===== config.mk =====
export PLATFORM = sky130hd
export DESIGN_NAME = csta_ram
export DESIGN_NICKNAME = d
export VERILOG_FILES = /design/src/design/csta_ram.sv
export SDC_FILE = /design/constraint.sdc
export NUM_CORES = 1
export LEC_CHECK = 0
export CORE_ASPECT_RATIO = 1.5
export CORE_MARGIN = 2
export CORE_UTILIZATION = 45
export CTS_CLUSTER_DIAMETER = 100
export DETAILED_ROUTE_END_ITERATION = 8
export DONT_BUFFER_PORTS = 1
export MAX_ROUTING_LAYER = met4
export PLACE_DENSITY = 0.69
export SLEW_MARGIN = 20
export SYNTH_ARGS = -nofsm -noshare
export SYNTH_HDL_FRONTEND = slang
export SYNTH_SLANG_ARGS = --single-unit
export TNS_END_PERCENT = 50

===== constraint.sdc =====
create_clock -name aclk -period 2 [get_ports aclk]
set_input_delay 0.4 -clock aclk [delete_from_list [all_inputs] [get_ports aclk]]
set_output_delay 0.4 -clock aclk [all_outputs]
set_load 0.1 [all_outputs]

===== src/design/csta_ram.sv =====
// Generic single-port-write, one-read synchronous RAM with registered read.
`default_nettype none
module csta_ram #(
    parameter int Width = 8,
    parameter int Depth = 64
) (
    input  wire                       aclk,
    input  wire                       we,
    input  wire  [$clog2(Depth)-1:0]  waddr,
    input  wire  [Width-1:0]          wdata,
    input  wire  [$clog2(Depth)-1:0]  raddr,
    output logic [Width-1:0]          rdata
);
    logic [Width-1:0] mem [Depth];

    always_ff @(posedge aclk) begin
        if (we) begin
            mem[waddr] <= wdata;
        end
        rdata <= mem[raddr];
    end
endmodule
`default_nettype wire


Word level (Yosys, flattened, before mapping). Memories as Yosys holds them, arrays and structs flattened. A register that Yosys moved wholly into a read port is not among the register bits. Index checks and enable logic that the tools add are counted.

Eq/ne operators: 0. Reduce and logical (&&, ||, !) cells: 0. Order comparisons: 0. Bitwise operators: 0. Add/sub/neg operators: 0. Multiplexer cells: 2. Shift operators: 0. $mul: 0. Div/mod/pow operators: 0.

Operators with widths (number): 1-bit 2-to-1 mux (2).

ROM bits: 0. Latch bits: 0. Bits of input ports: 22. Bits in writable memories: 512. Word-level logic and storage cells: 3. Memories: 1. Register bits after elaboration: 0. Output and inout port bits: 8.

Memory list: mem (depth 64, bits a word 8, rd ports 1, clocked after memory_dff 1, wr ports 1, line 14) `logic [Width-1:0] mem [Depth];`.

Depth between registers and ports, before layout.
Word-level depth: 2. Depth in mapped cells: 9. Depth with buffers taken out: 5.

Worst setup path before layout. Ideal clock, no wire load.

Path type: input port to flip-flop. Start: input port raddr[1]. End: register rdata[3], read port of mem. Arrival: 1.940 ns. Required time: 1.872 ns. Path buffers: 3. Stages: 7. Slack: -0.068 ns. Library setup time: 0.128 ns. Cells stage by stage: buf_4 buf_2 buf_2 mux4_2 mux4_2 o21ai_1 o41ai_1.

RTL lines: start, declared (line 11) `input wire [$clog2(Depth)-1:0] raddr,`; end, declared (line 12) `output logic [Width-1:0] rdata`.

==> run_results.csv <==
group,metric,value,unit
worst_setup_path,crit_chain,"mux4_2, nor2b_1, a2111oi_0, buf_4, o41ai_1",
die,core_area,0.0446,mm^2
route,firstDrtPassIters,5,
clock_network,clock_path_buffers,3,
timing,fin_crit_sh,95.0,%
placed_design,io_buffers,0,
yosys,synthAdderAreaFrac,0,%
route,postRouteAntennaNets,0,
die,io_pins,30,
yosys,yosys.area.top_type,"edfxtp_1",
global_route,antenna_found_initial,0,
worst_setup_path,r2r_cells,5,
layout,synthToLayoutAreaGrowth,14.4,%
global_route,grt_first_pass_wirelength,64800,um
layout,drive_gt1_share,29.5,%
layout,regArea,0.0155,mm^2
yosys,async_reset_ff_share,0,%
clock_network,clk_pin_slew,0.07,ns
layout,multi_input_area,0.00432,mm^2
layout,fillers,3405,
placed_design,dp.cells,1577,
placed_design,dpl.hpwl,26400,um
worst_setup_path,slowest_stage,"a2111oi_0",
worst_setup_path,critPathKind,"register to register",
pwr,total_power,21.8,mW
layout,final_cell_area,0.0231,mm^2
layout,layout.nets,1071,
worst_setup_path,critPathLaunchType,"register",
worst_setup_path,arrival,2.32,ns
timing,fmax,527,MHz
timing,grt_setup_unrepaired,"false",
timing,setup_viol,0,
global_route,grt.total_usage,19.8,%
worst_setup_path,cp_slowest_stage_delay,0.56,ns
yosys,synth-xor-area-share,0,%
yosys,synth-compound-area-share,2.07,%
yosys,synth_nets,962,
worst_setup_path,endpoint,"rdata[5]$_DFF_P_",
yosys,synth-edff-count,512,
die,die_x,177,um
placed_design,placedInstanceArea,0.0214,mm^2
worst_hold_path,hp-class,"primary input to register",
yosys,synthTopCellsByCount,"edfxtp_1, mux4_2, nor2_1",
timing,fin_crit,1.90,ns
layout,antenna_cells,0,
clock_network,clock-sinks,520,
worst_setup_path,reg2reg_from,"mem[0][5]$_DFFE_PP_",
pwr,ir_drop,0.000688,V
placed_design,gp_congestion,0.779,
route,vias,9575,
clock_network,worstSkewPairLatency,0.56,ns
worst_setup_path,worstPathRequired,2.42,ns
route,viasPerCell,5.75,
route,initialDrtViolationCount,957,
timing,fin_hold_ws,0.0352,ns
timing,max-slew-margin-rel,59.9,%
worst_setup_path,crit_fanout,1,
clock_network,post_cts_buffers,0,
route,wl,43400,um
yosys,postSynthAreaPerCell,21.5,um^2
global_route,grt_pass1_vias,10041,
yosys,synthSimpleGateAreaFrac,3.39,%
yosys,syn_area,0.0202,mm^2
yosys,ys_ff_latch,520,
yosys,synth.most_common_cell,"edfxtp_1",
die,fp.dieH,263,um
worst_setup_path,timing.rr.end,"rdata[5]$_DFF_P_",
run_status,status,"complete, no violations",
clock_network,cts_tree,"yes",
layout,final_cell_count_no_fill,1664,
die,dieArea,0.0466,mm^2
yosys,yosys.area.top_type_share,76.2,%
yosys,ys_types,40,
job,maxCapViolCount,0,
timing,tightest_slew,0.587,ns
worst_setup_path,reg2reg_setup_slack,0.10,ns
die,start_util,45.2,%
pwr,p_per_area,946,mW/mm^2
yosys,synthTopCellsByArea,"edfxtp_1, mux4_2, nor2_1",
yosys,ys.warnings.count,0,
timing,maxSlewViolCount,0,
yosys,yosys-mux-area-fraction,15.9,%
global_route,overflow,0,
route,drcViolationCount,0,
timing,fin_skew,0.0226,ns
clock_network,cts.root.buffer_cell,"clkbuf_16",
worst_setup_path,critPathCaptureType,"register",
yosys,synth_top_family_by_area,"multiplexers",
clock_network,cts.htree.levels,2,
worst_setup_path,startpoint,"mem[0][5]$_DFFE_PP_",
route,wl_per_cell,26.1,um
pwr,p_leak,7.33,nW
yosys,seq_area_frac_synth,77.0,%
timing,hold_violations,0,
yosys,ys.flop_type,"edfxtp_1",
layout,finalCoreUtilization,51.8,%
yosys,synthesis.instances,940,
clock_network,numCtsBuffers,42,
die,rows,95,
global_route,grt_max_degree,138,
cells in the final DEF (no fill, tap or decap), types with 3 or more instances in the layout:
master      count
nand2b_1        7
clkinvlp_4      3
edfxtp_1      512
clkbuf_16      45
mux4_2        126
buf_16          8
dfxtp_1         8
clkinv_2        6
nand2_1        19
a22oi_1         3
o2111ai_1       3
clkbuf_8        4
bufinv_16       6
a211oi_1        4
nor2_1         83
o21ai_1         3
a21oi_1         3
mux2_2         13
o221ai_1        8
nor3_1          7
nor2b_1        14
buf_4         106
nand3_1        13
o2bb2ai_1       3
mux2i_1        23
a221oi_1        6
clkbuf_1        7
nand3b_1        3
clkinv_1        6
o22ai_1         8
timing repair:
item	in CTS	in global routing
hold endpoints to repair	518	0
gates resized for setup	1	0
endpoints found under the setup margin	1	0
hold buffers	10	0
cells by family (layout without fill, tap and decap cells):
group / Yosys count / in the layout
AOI/OAI and AO/OA: 54 / 54
buffers and inverters: 51 / 193
DFF: 520 / 520
muxes: 162 / 162
and+or+nand+nor: 153 / 153
stage by stage:
stage,setup TNS (ns),worst slack [ns]
2_1_floorplan,0,0.00871
3_3_place_gp,-0.167,-0.132
3_5_place_dp,-0.254,-0.187
4_1_cts,0,0.0502
5_1_grt,0,0.0147
6_report,0,0.101
power by group:
group / switching, mW / leakage [nW] / internal [mW] / total [mW]
logic: 0.595 / 1.94 / 0.464 / 1.06
clock network: 3.66 / 0.710 / 5.03 / 8.69
registers: 0.0324 / 4.67 / 12.0 / 12.1
total: 4.29 / 7.33 / 17.5 / 21.8
worst min path at each step:
stage                        start              endpoint  slack [ns]  cells past startpoint
final                     raddr[5]      rdata[0]$_DFF_P_        0.04                      2
after floorplan           wdata[0]   mem[0][0]$_DFFE_PP_        0.50                      0
after global routing      raddr[5]      rdata[0]$_DFF_P_        0.02                      2
after CTS                 raddr[5]      rdata[0]$_DFF_P_       0.009                      2
after global placement    wdata[2]   mem[0][2]$_DFFE_PP_        0.50                      0
after detailed placement  wdata[2]  mem[11][2]$_DFFE_PP_        0.50                      0
flip-flops by register name, summed over array words and instances (netlist names):
register,flops
rdata,8
mem,512
metal layers:
metal  vias to the layer above  wire length [um]  track usage [%]  part of all wire (%)
li1                       4137                 -                -                     -
met1                      4994             15600             23.1                    36
met2                       341             22900             33.4                    53
met3                       103              2750             3.12                   6.3
met4                         0              2140             9.34                   4.9
met5                         -                 0                -                     0
critical path: cells and delay by family, from the launching register on:
family                 cells  cell delay, ns
buffers and inverters      1            0.21
AND/OR/NAND/NOR            1            0.14
flip-flops                 1            0.37
multiplexers               1            0.45
AO/OA/AOI/OAI              2            0.62
final cells by class:
cell class / instances / share of cell area, %
Clock inverter: 21 / 1.11
Sequential cell: 520 / 67.3
Tap cell: 582 / 3.16
Timing Repair Buffer: 116 / 4.49
Multi-Input combinational cell: 369 / 18.7
Clock buffer: 56 / 5.23
Power figures use the tool's default switching activity.
